File: src/rtl/bffa_pkg.sv
// ----------------------------------------------------------------------------
// bffa_pkg
// Shared constants, codes and controller/datapath interface types for the
// bitmap first-fit block allocator.
// ----------------------------------------------------------------------------
package bffa_pkg;

  localparam int BLOCK_COUNT = 512;
  localparam int BLOCK_BYTES = 8;
  localparam int ADDR_W      = 32;
  localparam int SIZE_W      = 13;
  localparam int STATUS_W    = 2;

  localparam int WORD_BITS   = 8;
  localparam int WORD_COUNT  = BLOCK_COUNT / WORD_BITS;
  localparam int IDX_W       = $clog2(BLOCK_COUNT);
  localparam int CNT_W       = IDX_W + 1;
  localparam int WORD_W      = $clog2(WORD_COUNT);
  localparam int BIT_W       = $clog2(WORD_BITS);
  localparam int OFF_W       = $clog2(BLOCK_BYTES);
  localparam int NEED_W      = SIZE_W - OFF_W + 1;
  localparam int POOL_BYTES  = BLOCK_COUNT * BLOCK_BYTES;

  localparam logic [STATUS_W-1:0] ST_OK       = 2'd0;
  localparam logic [STATUS_W-1:0] ST_NO_RUN   = 2'd1;
  localparam logic [STATUS_W-1:0] ST_BAD_ADDR = 2'd2;

  localparam logic OP_ALLOC = 1'b0;
  localparam logic OP_FREE  = 1'b1;

  typedef struct packed {
    logic load;
    logic decide;
    logic scan_eval;
    logic mark_write;
    logic push;
  } bffa_cmd_t;

  typedef struct packed {
    logic is_alloc;
    logic need_zero;
    logic free_ok;
    logic scan_found;
    logic scan_last;
    logic mark_last;
    logic out_free;
  } bffa_stat_t;

endpackage

File: src/rtl/bffa_dp.sv
// ----------------------------------------------------------------------------
// bffa_dp
// Allocator datapath: used map memory, request registers, first-fit scan
// over one map word per step, run marking/clearing and result register.
// ----------------------------------------------------------------------------
module bffa_dp (
  input  logic                             clk,
  input  logic                             rst,
  input  logic                             cfg_valid,
  input  logic [bffa_pkg::ADDR_W-1:0]      cfg_data,
  input  logic                             opcode,
  input  logic [bffa_pkg::SIZE_W-1:0]      size_bytes,
  input  logic [bffa_pkg::ADDR_W-1:0]      free_address,
  input  bffa_pkg::bffa_cmd_t              cmd,
  output bffa_pkg::bffa_stat_t             stat,
  output logic                             out_valid,
  input  logic                             out_stall,
  output logic [bffa_pkg::ADDR_W-1:0]      alloc_address,
  output logic [bffa_pkg::STATUS_W-1:0]    status
);
  import bffa_pkg::*;

  logic [ADDR_W-1:0]    pool_base;
  logic                 op;
  logic [NEED_W-1:0]    need;
  logic [ADDR_W-1:0]    faddr;
  logic [WORD_W-1:0]    word;
  logic [NEED_W-1:0]    run;
  logic [CNT_W-1:0]     start;
  logic [CNT_W-1:0]     lo;
  logic [CNT_W-1:0]     hi;
  logic [WORD_W-1:0]    last_word;
  logic                 set_val;
  logic [ADDR_W-1:0]    res_addr;
  logic [STATUS_W-1:0]  res_status;

  logic [WORD_BITS-1:0] mem [WORD_COUNT];
  logic [WORD_COUNT-1:0] row_valid;
  logic [WORD_BITS-1:0] rd_data;
  logic                 rd_valid;
  logic [WORD_BITS-1:0] cur_word;

  logic [SIZE_W:0]      size_sum;
  logic [NEED_W-1:0]    need_in;

  logic [ADDR_W-1:0]    off;
  logic                 free_ok;
  logic [IDX_W-1:0]     free_start;
  logic [NEED_W:0]      free_sum;
  logic [CNT_W-1:0]     free_hi;
  logic [CNT_W-1:0]     free_hi_m1;

  logic [NEED_W-1:0]    s_run;
  logic [CNT_W-1:0]     s_start;
  logic                 s_found;
  logic [NEED_W:0]      hit_sum;
  logic [CNT_W-1:0]     hit_hi;
  logic [CNT_W-1:0]     hit_hi_m1;

  logic [WORD_BITS-1:0] mask;
  logic [WORD_BITS-1:0] wdata;

  assign size_sum = {1'b0, size_bytes} + (SIZE_W + 1)'(BLOCK_BYTES - 1);
  assign need_in  = size_sum[SIZE_W:OFF_W];

  assign cur_word = rd_valid ? rd_data : '0;

  // free address check
  assign off        = faddr - pool_base;
  assign free_ok    = (faddr >= pool_base) && (faddr[OFF_W-1:0] == '0) &&
                      (off < ADDR_W'(POOL_BYTES));
  assign free_start = off[OFF_W+IDX_W-1:OFF_W];
  assign free_sum   = (NEED_W + 1)'(free_start) + {1'b0, need};
  assign free_hi    = (free_sum > (NEED_W + 1)'(BLOCK_COUNT)) ? CNT_W'(BLOCK_COUNT)
                                                              : free_sum[CNT_W-1:0];
  assign free_hi_m1 = free_hi - CNT_W'(1);

  // first-fit step over one map word
  always_comb begin
    s_run   = run;
    s_start = start;
    s_found = 1'b0;
    for (int b = 0; b < WORD_BITS; b++) begin
      if (!s_found) begin
        if (cur_word[b]) begin
          s_start = {1'b0, word, BIT_W'(b)} + CNT_W'(1);
          s_run   = '0;
        end else begin
          s_run = s_run + NEED_W'(1);
        end
        if (s_run >= need) begin
          s_found = 1'b1;
        end
      end
    end
  end

  assign hit_sum   = (NEED_W + 1)'(s_start) + {1'b0, need};
  assign hit_hi    = hit_sum[CNT_W-1:0];
  assign hit_hi_m1 = hit_hi - CNT_W'(1);

  always_comb begin
    for (int b = 0; b < WORD_BITS; b++) begin
      mask[b] = ({1'b0, word, BIT_W'(b)} >= lo) && ({1'b0, word, BIT_W'(b)} < hi);
    end
  end

  assign wdata = set_val ? (cur_word | mask) : (cur_word & ~mask);

  assign stat.is_alloc   = (op == OP_ALLOC);
  assign stat.need_zero  = (need == '0);
  assign stat.free_ok    = free_ok;
  assign stat.scan_found = s_found;
  assign stat.scan_last  = (word == WORD_W'(WORD_COUNT - 1));
  assign stat.mark_last  = (word == last_word);
  assign stat.out_free   = !out_valid || !out_stall;

  always_ff @(posedge clk) begin
    if (cmd.mark_write) begin
      mem[word] <= wdata;
    end
    rd_data <= mem[word];
  end

  always_ff @(posedge clk) begin
    if (rst) begin
      row_valid <= '0;
      rd_valid  <= 1'b0;
    end else begin
      if (cmd.mark_write) begin
        row_valid[word] <= 1'b1;
      end
      rd_valid <= row_valid[word];
    end
  end

  always_ff @(posedge clk) begin
    if (rst) begin
      pool_base <= '0;
    end else if (cfg_valid) begin
      pool_base <= cfg_data;
    end
  end

  always_ff @(posedge clk) begin
    if (cmd.load) begin
      op    <= opcode;
      need  <= need_in;
      faddr <= free_address;
    end

    if (cmd.decide) begin
      if (op == OP_ALLOC) begin
        word       <= '0;
        run        <= '0;
        start      <= '0;
        res_addr   <= pool_base;
        res_status <= ST_OK;
      end else if (!free_ok) begin
        res_addr   <= '0;
        res_status <= ST_BAD_ADDR;
      end else begin
        res_addr   <= '0;
        res_status <= ST_OK;
        lo         <= CNT_W'(free_start);
        hi         <= free_hi;
        word       <= free_start[IDX_W-1:BIT_W];
        last_word  <= free_hi_m1[IDX_W-1:BIT_W];
        set_val    <= 1'b0;
      end
    end

    if (cmd.scan_eval) begin
      if (s_found) begin
        lo         <= s_start;
        hi         <= hit_hi;
        word       <= s_start[IDX_W-1:BIT_W];
        last_word  <= hit_hi_m1[IDX_W-1:BIT_W];
        set_val    <= 1'b1;
        res_addr   <= pool_base + (ADDR_W'(s_start[IDX_W-1:0]) << OFF_W);
        res_status <= ST_OK;
      end else if (word == WORD_W'(WORD_COUNT - 1)) begin
        res_addr   <= '0;
        res_status <= ST_NO_RUN;
      end else begin
        run  <= s_run;
        start <= s_start;
        word <= word + WORD_W'(1);
      end
    end

    if (cmd.mark_write) begin
      word <= word + WORD_W'(1);
    end

    if (cmd.push) begin
      alloc_address <= res_addr;
      status        <= res_status;
    end
  end

  always_ff @(posedge clk) begin
    if (rst) begin
      out_valid <= 1'b0;
    end else if (cmd.push) begin
      out_valid <= 1'b1;
    end else if (!out_stall) begin
      out_valid <= 1'b0;
    end
  end

endmodule

File: src/rtl/bffa_ctrl.sv
// ----------------------------------------------------------------------------
// bffa_ctrl
// Allocator controller: sequences request load, decode, word scan,
// read-modify-write of the used map and result hand-off.
// ----------------------------------------------------------------------------
module bffa_ctrl (
  input  logic                 clk,
  input  logic                 rst,
  input  logic                 in_valid,
  output logic                 in_stall,
  input  bffa_pkg::bffa_stat_t stat,
  output bffa_pkg::bffa_cmd_t  cmd
);
  import bffa_pkg::*;

  localparam logic [2:0] S_IDLE      = 3'd0;
  localparam logic [2:0] S_DECIDE    = 3'd1;
  localparam logic [2:0] S_SCAN_RD   = 3'd2;
  localparam logic [2:0] S_SCAN_EVAL = 3'd3;
  localparam logic [2:0] S_MARK_RD   = 3'd4;
  localparam logic [2:0] S_MARK_WR   = 3'd5;
  localparam logic [2:0] S_RESULT    = 3'd6;

  logic [2:0] state;
  logic [2:0] state_next;

  assign in_stall = (state != S_IDLE);

  always_comb begin
    state_next = state;
    cmd        = '0;
    unique case (state)
      S_IDLE: begin
        if (in_valid) begin
          cmd.load   = 1'b1;
          state_next = S_DECIDE;
        end
      end
      S_DECIDE: begin
        cmd.decide = 1'b1;
        if (stat.is_alloc) begin
          state_next = stat.need_zero ? S_RESULT : S_SCAN_RD;
        end else if (!stat.free_ok || stat.need_zero) begin
          state_next = S_RESULT;
        end else begin
          state_next = S_MARK_RD;
        end
      end
      S_SCAN_RD: begin
        state_next = S_SCAN_EVAL;
      end
      S_SCAN_EVAL: begin
        cmd.scan_eval = 1'b1;
        if (stat.scan_found) begin
          state_next = S_MARK_RD;
        end else if (stat.scan_last) begin
          state_next = S_RESULT;
        end else begin
          state_next = S_SCAN_RD;
        end
      end
      S_MARK_RD: begin
        state_next = S_MARK_WR;
      end
      S_MARK_WR: begin
        cmd.mark_write = 1'b1;
        state_next     = stat.mark_last ? S_RESULT : S_MARK_RD;
      end
      S_RESULT: begin
        if (stat.out_free) begin
          cmd.push   = 1'b1;
          state_next = S_IDLE;
        end
      end
      default: begin
        state_next = S_IDLE;
      end
    endcase
  end

  always_ff @(posedge clk) begin
    if (rst) begin
      state <= S_IDLE;
    end else begin
      state <= state_next;
    end
  end

endmodule

File: src/rtl/bitmap_first_fit_block_allocator.sv
// ----------------------------------------------------------------------------
// bitmap_first_fit_block_allocator
// First-fit allocator of contiguous 8-byte blocks from a 512-block pool.
//
// Input channel (in_valid/in_stall) carries one request per beat: opcode
// allocate or free, size_bytes and free_address. Output channel
// (out_valid/out_stall) returns one beat per request: alloc_address and
// status. cfg_valid/cfg_ready writes pool_base; cfg_ready is always high.
// The used map is held as 64 words of 8 bits and is scanned one word at a
// time (memory read, then first-fit step), and marked or cleared by a
// read-modify-write (memory read, then write) of each touched word. One
// request is handled at a time: a zero-size request or a rejected free goes
// straight to its result, a free marks only the words it touches, and an
// allocate scans words in order until it finds a run, up to all 64 words.
// Reset clears the used map (per-word valid bits, no clearing pass) and
// pool_base. A finished result waits in the output register while the
// receiver stalls; the next request is taken meanwhile and held at its
// result until that register frees up.
// ----------------------------------------------------------------------------
module bitmap_first_fit_block_allocator (
  input  logic                             clk,
  input  logic                             rst,
  input  logic                             cfg_valid,
  output logic                             cfg_ready,
  input  logic [bffa_pkg::ADDR_W-1:0]      cfg_data,
  input  logic                             in_valid,
  output logic                             in_stall,
  input  logic                             opcode,
  input  logic [bffa_pkg::SIZE_W-1:0]      size_bytes,
  input  logic [bffa_pkg::ADDR_W-1:0]      free_address,
  output logic                             out_valid,
  input  logic                             out_stall,
  output logic [bffa_pkg::ADDR_W-1:0]      alloc_address,
  output logic [bffa_pkg::STATUS_W-1:0]    status
);
  import bffa_pkg::*;

  bffa_cmd_t  cmd;
  bffa_stat_t stat;

  assign cfg_ready = 1'b1;

  bffa_ctrl u_ctrl (
    .clk      (clk),
    .rst      (rst),
    .in_valid (in_valid),
    .in_stall (in_stall),
    .stat     (stat),
    .cmd      (cmd)
  );

  bffa_dp u_dp (
    .clk           (clk),
    .rst           (rst),
    .cfg_valid     (cfg_valid),
    .cfg_data      (cfg_data),
    .opcode        (opcode),
    .size_bytes    (size_bytes),
    .free_address  (free_address),
    .cmd           (cmd),
    .stat          (stat),
    .out_valid     (out_valid),
    .out_stall     (out_stall),
    .alloc_address (alloc_address),
    .status        (status)
  );

endmodule

File: config.mk
export PLATFORM = sky130hd
export DESIGN_NAME = bitmap_first_fit_block_allocator
export DESIGN_NICKNAME = d
export VERILOG_FILES = /design/src/rtl/bffa_pkg.sv /design/src/rtl/bffa_dp.sv /design/src/rtl/bffa_ctrl.sv /design/src/rtl/bitmap_first_fit_block_allocator.sv
export SDC_FILE = /design/constraint.sdc
export NUM_CORES = 1
export LEC_CHECK = 0
export ABC_AREA = 1
export ABC_CLOCK_PERIOD_IN_PS = 38700
export BUFFER_PORTS_ARGS = -buffer_cell sky130_fd_sc_hd__buf_2
export CAP_MARGIN = 20
export CORE_AREA = 2 2 272 221
export CTS_CLUSTER_SIZE = 20
export DETAILED_ROUTE_END_ITERATION = 16
export DIE_AREA = 0 0 274 223
export PLACE_DENSITY_LB_ADDON = 0.15
export SYNTH_ARGS = -nofsm -noshare
export SYNTH_HDL_FRONTEND = slang
export SYNTH_SLANG_ARGS = --single-unit
File: constraint.sdc
create_clock -name clk -period 38.7 [get_ports clk]
set_clock_uncertainty 0.2 [all_clocks]
set_input_delay 3.87 -clock clk [delete_from_list [all_inputs] [get_ports clk]]
set_output_delay 3.87 -clock clk [all_outputs]
set_load 0.005 [all_outputs]
==> results of run 1 <==
## registers in the layout (all words and copies together) (netlist names)
| name | flops |
|---|---|
| u_dp.mem | 512 |
| u_dp.row_valid | 64 |
| u_dp.alloc_address | 32 |
| u_dp.faddr | 32 |
| u_dp.pool_base | 32 |
| u_dp.res_addr | 32 |
| u_dp.need | 11 |
| u_dp.run | 11 |
| u_dp.hi | 10 |
| u_dp.lo | 10 |
| u_dp.start | 10 |
| u_dp.rd_data | 8 |
| u_dp.last_word | 6 |
| u_dp.word | 6 |
| u_ctrl.state | 3 |
| u_dp.res_status | 2 |
| u_dp.status | 2 |
| u_dp.op | 1 |
| u_dp.out_valid | 1 |
| u_dp.rd_valid | 1 |
| u_dp.set_val | 1 |
## synth_stat cells, drive strengths merged, types with 13 or more instances
cell    count  area [sq um]
a21oi     194           982
a221oi     76           666
a22o       69           604
a22oi     120           901
a31oi      15          93.8
buf        34           198
clkbuf    106           398
clkinv     13          48.8
dfxtp     197          3940
edfxtp    590         17700
ha        170          2130
inv       376          1420
nand2     819          3380
nand3     192          1180
nand4     135           906
nor2      425          1730
nor3       35           175
nor4       14          87.6
o21ai     193          1010
o21bai     15           116
o22ai      19           119
o31ai      13          97.6
xor2       52           455
## cells by family (layout without fill, tap and decap cells)
group	Yosys count	in the layout	synth area share, %
fa+ha+maj	173	173	5.56
xor+xnor	63	63	1.40
other cells	1	1	0.00954
mux	1	1	0.0255
compound gates	784	784	13.2
simple gates	1648	1648	19.5
buf+inv	529	687	5.24
flops	787	787	55.1
## cells in the final DEF (no fill, tap or decap), types with 17 or more instances in the layout
cell type and count:
ha_1 170, a21oi_1 190, nor2_4 17, xor2_1 52, nand3_2 36, inv_1 351
o22ai_1 19, a221oi_1 76, buf_2 118, a22oi_1 120, nor2_2 19, buf_4 38
a22o_1 69, nand2_1 731, o21ai_0 166, nor3_1 35, nor2_1 387, clkinv_1 17
clkbuf_1 17, nand3_1 153, edfxtp_1 590, inv_2 23, nand2_2 74, dfxtp_1 197
nand4_1 128, clkbuf_16 78
## routing by layer
metal	wire length, um	global-route usage, %	vias up
li1	-	-	14357
met1	44700	51.0	14576
met2	47900	53.1	1803
met3	13000	8.20	212
met4	2850	10.4	0
met5	0	0	-
## stage by stage
stage | instance area, sq um | utilization [%] | worst slack, ps | cells | hold WS (ps)
5_1_grt | 43300 | 73.9 | 20440 | 4923 | 241
3_3_place_gp | 40700 | 69.5 | 23110 | 4781 | 218
6_report | 43300 | 73.9 | 22180 | 4923 | 230
4_1_cts | 43300 | 73.8 | 22420 | 4922 | 231
2_1_floorplan | 39300 | - | 25480 | 3986 | 203
3_5_place_dp | 40700 | 69.5 | 22590 | 4781 | 216
## worst max-delay path by stage
| stage | to | slack (ps) |
|---|---|---|
| after floorplan | u_dp.res_addr[31] | 25480 |
| after global placement | u_dp.res_addr[31] | 23110 |
| after detailed placement | u_dp.res_addr[31] | 22590 |
| after CTS | u_dp.res_addr[31] | 22420 |
| after global routing | u_dp.res_addr[31] | 20440 |
| final | u_dp.res_addr[31] | 22180 |
## layout make-up
cell class / instances / area (sq um)
clock buffer: 101 / 2100
clock inverter: 40 / 468
fill: 4181 / 15300
inverter: 389 / 1470
multi-input combinational: 2670 / 15800
sequential: 787 / 21700
tap: 779 / 975
timing repair buffer: 157 / 896
## critical path, delay by kind of cell (launching register included)
family                   cells  cell delay (ps)
AO/OA/AOI/OAI               12             2540
adder cells (fa/ha/maj)      9             2280
buffers and inverters       14             1770
flip-flops                   1              460
AND/OR/NAND/NOR             70             9070
==> summary.txt, run 1 <==
Cells and area
  • P&R area growth vs syn: 10.2%
  • Final net count: 4,337
  • Diodes inserted: 0
  • Share of post-route cells with drive strength above 1: between 10% and 20%

Hold path
  • Path class of the lowest-slack min-delay path: flip-flop to flip-flop
  • Hold Path Cell Cnt: 0
  • Endpoint of the worst hold path: u_dp.alloc_address[20]
  • Launch point of the worst hold path: u_dp.res_addr[20]

Place
  • Count of buffers from port buffering: roughly 120
  • Gpl congestion: 0.973
  • Placed wire-length estimate: roughly 71,000 um

Setup path
  • Slowest cell on crit path: and2_1
  • Critical path capture point type: flip-flop
  • Worst R2R End: u_dp.res_addr[31]
  • Cell with the most instances on the worst path: nand2_1
  • Worst endpoint required time: a little under 40,000 ps
  • Max stage delay on crit path: 720 ps
  • Logic depth of the worst register-to-register path: 105
  • Startpoint-to-endpoint class of the critical path: flip-flop to flip-flop
  • Crit-path max FO: 25
  • Register-to-Register Setup Slack: 22,180 ps
  • Startpoint of the most critical setup path: u_dp.run[0]
  • Nature of the critical path startpoint: flip-flop
  • Arrival time reported for the critical path endpoint: 16,780 ps
  • Launching point of the worst reg2reg path: u_dp.run[0]

Floorplanning
  • Placeable Area: 58,700 sq um
  • Vertical die dimension: around 220 um
  • I/O pin count: 120
  • Width of the die: 274 um
  • Number of rows in the core area: 80
  • Effective utilization at floorplan: 67.0%
  • Area of the die: 61,100 sq um

Drt
  • Number of vias after detailed routing: 30,948
  • Final antenna-violating net count: 0
  • Detailed Route WL: about 110,000 um
  • Detailed Route Iter0 Violations: 3,970
  • Number of iterations in the first detailed-routing pass: 6
  • Avg WL per Cell: 22.0 um
  • # DRC: 0
  • Mean number of vias per cell: 6.29

STA
  • Final worst path period share: 42.7%
  • Unrepaired setup endpoints after global routing: no
  • Relative slew slack: 27.1%
  • Max-slew violation total from the final report: 0
  • Clock period minus final worst setup slack: 16,520 ps
  • Worst-Margin Slew: 1090 ps
  • Final setup violating endpoints: 0
  • Maximum achievable frequency: 0.0605 GHz
  • Fin. Hold Viols: 0
  • Aggregate negative setup slack: 0 ps

Synth
  • Synthesized cell area: 39,300 sq um
  • Commonest register cell after synthesis: edfxtp_1
  • Total number of yosys warnings: 0
  • Average cell area after synthesis: around 9.9 sq um
  • Async set-reset flop share out of synthesis: 0%
  • Number of library cell types mapped by synthesis: 74
  • Synthesized Nets: 4,242
  • Synthesis-stage register bit count: 787
  • Sequential area share after synthesis: 55.1%
  • Number of flops mapped to enable cells by yosys: 590
  • Synth Instances: approximately 4,000

Global route
  • Largest net degree at the start of global routing: 69
  • Number of global-route vias before repair: a little under 30,000
  • Total gr overflow: 0
  • Overall Global Routing Usage: 35.2%
  • Global-route wire length before repair: 165,000 um
  • Number of antenna violations at the first check in global routing: 0

Clock tree
  • Buffers inserted during post-CTS setup optimization: 0
  • Total CTS buffers: 76
  • Number of clock sinks seen by CTS: roughly 790
  • Number of gates resized after cts: 0
  • Clock latency of the later-clocked register in the worst-skew pair: around 630 ps
  • Number of hold buffers added after cts: 0
  • CTS root buf: clkbuf_16
  • Clock transition at the register clock pins on the worst setup and hold paths after CTS: 60 ps
  • Maximum count of clock buffers along a single path: 3
  • H-tree levels: 3
  • CTS tree: done

Job
  • Max Cap Viol: 0

Outcome
  • Run status: complete, no violations
Power of run 1 is left out: the tool's default activity adds up to more than one toggle a clock period on the data nets, which glitch-free logic cannot reach.
==> run 2, diff against run 1 <==
--- a/config.mk
+++ b/config.mk
@@ -5,14 +5,14 @@
 export SDC_FILE = /design/constraint.sdc
 export NUM_CORES = 1
 export LEC_CHECK = 0
-export ABC_AREA = 1
-export ABC_CLOCK_PERIOD_IN_PS = 38700
+export ABC_AREA = 0
+export ABC_CLOCK_PERIOD_IN_PS = 16200
 export BUFFER_PORTS_ARGS = -buffer_cell sky130_fd_sc_hd__buf_2
 export CAP_MARGIN = 20
-export CORE_AREA = 2 2 272 221
+export CORE_AREA = 2 2 281 228
 export CTS_CLUSTER_SIZE = 20
 export DETAILED_ROUTE_END_ITERATION = 16
-export DIE_AREA = 0 0 274 223
+export DIE_AREA = 0 0 283 230
 export PLACE_DENSITY_LB_ADDON = 0.15
 export SYNTH_ARGS = -nofsm -noshare
 export SYNTH_HDL_FRONTEND = slang
==> constraint.sdc (replaced) <==
create_clock -name clk -period 16.2 [get_ports clk]
set_clock_uncertainty 0.2 [all_clocks]
set_input_delay 1.62 -clock clk [delete_from_list [all_inputs] [get_ports clk]]
set_output_delay 1.62 -clock clk [all_outputs]
set_load 0.005 [all_outputs]
==> summary.txt, run 2 <==
STA
  • Relative slew slack: 23.2%
  • Final setup violating endpoints: 0
  • Fin. Hold Viols: 0
  • Final worst path period share: 94.8%
  • Worst-Margin Slew: 1150 ps
  • Clock period minus final worst setup slack: 15,360 ps
  • Final Hold Slack: between 200 and 250 ps
  • Max-slew violation total from the final report: 0
  • Maximum achievable frequency: 0.0651 GHz

Cells and area
  • Share of post-route cells with drive strength above 1: 16.1%
  • Largest register FFs: 512
  • Final net count: 3,937
  • Most common cell after layout, fill and taps aside: edfxtp_1
  • Final core utilization: between 70 and 80%
  • P&R area growth vs syn: 14.3%
  • Largest registers in the final layout: u_dp.mem: 512 flops, u_dp.row_valid: 64 flops
  • Register name with the most flops: u_dp.mem
  • Commonest non-fill, non-tap cells in the layout: edfxtp_1, nor2_1, a22oi_1

Setup path
  • Crit-path max FO: 12
  • Max stage delay on crit path: 530 ps
  • Worst endpoint required time: 16,520 ps
  • Cell with the most instances on the worst path: o21a_1
  • Nature of the critical path startpoint: flip-flop
  • Startpoint-to-endpoint class of the critical path: flip-flop to flip-flop
  • Arrival time reported for the critical path endpoint: 15,670 ps
  • Critical path capture point type: flip-flop
  • Slowest cell on crit path: or4b_4

Clock tree
  • CTS tree: done
  • Number of clock sinks seen by CTS: 787
  • Clock transition at the register clock pins on the worst setup and hold paths after CTS: about 70 ps
  • Clock latency of the later-clocked register in the worst-skew pair: 660 ps
  • Total CTS buffers: 75
  • Number of hold buffers added after cts: 0
  • CTS root buf: clkbuf_16
  • H-tree levels: 3
  • Maximum count of clock buffers along a single path: 3

Drt
  • Number of vias after detailed routing: 30,897
  • Detailed Route Iter0 Violations: 4,154
  • Mean number of vias per cell: 6.74
  • # DRC: 0
  • Avg WL per Cell: about 26 um
  • Detailed Route WL: 118,000 um
  • Final antenna-violating net count: 0
  • Number of iterations in the first detailed-routing pass: 6

Synth
  • Synthesized Nets: 3,697
  • Commonest register cell after synthesis: edfxtp_1
  • Leading cell type by number of instances after synthesis: edfxtp_1
  • Share of the synthesized area in the top cell type: 45.5%
  • Synthesized cell area: 38,900 sq um
  • Number of flops mapped to enable cells by yosys: between 500 and 600
  • Sequential area share after synthesis: 55.7%
  • Average cell area after synthesis: approximately 11 sq um
  • Synth Instances: 3,441
  • Total number of yosys warnings: 0
  • Largest area contributor in the synthesized netlist: edfxtp_1
  • Async set-reset flop share out of synthesis: 0%
  • Synthesis-stage register bit count: 787
  • Top cells by count, synth: edfxtp_1, nor2_1, a22oi_1, dfxtp_1, nand2_1
  • Cell types occupying the most area after synthesis: edfxtp_1, dfxtp_1, ha_1
  • Number of library cell types mapped by synthesis: ~120

Floorplanning
  • Effective utilization at floorplan: between 60 and 70%
  • Width of the die: 283 um
  • Vertical die dimension: 230 um
  • Placeable Area: between 60,000 and 70,000 sq um
  • Number of rows in the core area: slightly above 80
  • Area of the die: 65,100 sq um
  • I/O pin count: 120

Job
  • Max Cap Viol: 0

Outcome
  • Run status: complete, no violations

Global route
  • Total gr overflow: 0
  • Largest net degree at the start of global routing: 77
  • Number of antenna violations at the first check in global routing: 4
  • Global-route wire length before repair: roughly 180,000 um
  • Overall Global Routing Usage: 35.6%
  • Number of global-route vias before repair: ~30,000

Place
  • Placed wire-length estimate: roughly 78,000 um
  • Gpl congestion: 0.995
  • Count of buffers from port buffering: 118

Hold path
  • Path class of the lowest-slack min-delay path: flip-flop to flip-flop

Power and ir drop
  • IR Drop Worst-Case VDD: 126 uV
  • Static Leakage: about 16 nW
  • Power density normalized to cell area: 167 nW/um^2
## run 2: timing repair
item	CTS	global route
endpoints found under the setup margin	0	90
resized for setup	0	37
buffers inserted	0	6
## run 2: worst max-delay path: cells and delay by family (launching register included)
kind / cells / cell delay, ps
AO/OA/AOI/OAI: 32 / 6390
XOR/XNOR: 3 / 410
adder cells (fa/ha/maj): 7 / 2000
buffers and inverters: 7 / 1180
flip-flops: 1 / 470
multiplexers: 1 / 300
AND/OR/NAND/NOR: 23 / 4260
## run 2: worst paths after layout
path / from / endpoint / slack [ps] / depth (start not counted)
hold reg to reg: u_dp.res_status[1] / u_dp.status[1] / 230 / 0
setup / recovery: u_dp.run[6] / u_dp.res_addr[18] / 840 / 73
setup reg to reg: u_dp.run[6] / u_dp.res_addr[18] / 840 / 73
hold / removal: u_dp.res_status[1] / u_dp.status[1] / 230 / 0
## run 2: where the power goes
group          leakage (nW)  switching [mW]  internal, mW
Sequential             7.08          0.0936          2.43
Combinational          8.10            1.87          1.23
Clock                  1.23           0.803          1.02
## run 2: metrics by stage
step / cell area, sq um / instances / setup TNS (ps) / worst slack [ps] / power, mW
global placement: 41700 / 4438 / 0 / 716 / 5.48
floorplan: 38900 / 3441 / 0 / 1390 / 4.50
CTS: 44200 / 4577 / 0 / 163 / 7.36
global route: 44400 / 4585 / -12.1 / -11.4 / 7.83
finish: 44400 / 4586 / 0 / 845 / 7.44
detailed placement: 41700 / 4438 / 0 / 205 / 5.55
## run 2: cell type report
class	count	area, sq um
sequential	787	21700
clock buffer	87	1920
clock inverter	52	652
timing repair buffer	346	2340
fill	4338	17600
antenna	3	7.51
tap	840	1050
inverter	116	435
multi-input combinational	2355	16400
## run 2: cell families after synthesis
kind of cell | after synthesis | share of synthesized area [%]
flip-flops | 787 | 55.7
AND/OR/NAND/NOR | 1021 | 12.9
multiplexers | 71 | 1.91
other | 1 | 0.00964
buffers and inverters | 299 | 2.99
adder cells (fa/ha/maj) | 173 | 5.62
AO/OA/AOI/OAI | 968 | 18.1
XOR/XNOR | 121 | 2.76
## run 2: metal layers
metal / part of all wire [%] / vias up / GRT usage, % / wire, um
li1: - / 13745 / - / -
met1: 40 / 14965 / 49.7 / 47500
met2: 45 / 1856 / 55.6 / 53300
met3: 10 / 331 / 6.62 / 12200
met4: 3.9 / 0 / 13.8 / 4640
met5: 0 / - / 0 / 0
No activity file was read; power rests on OpenSTA's default activity.
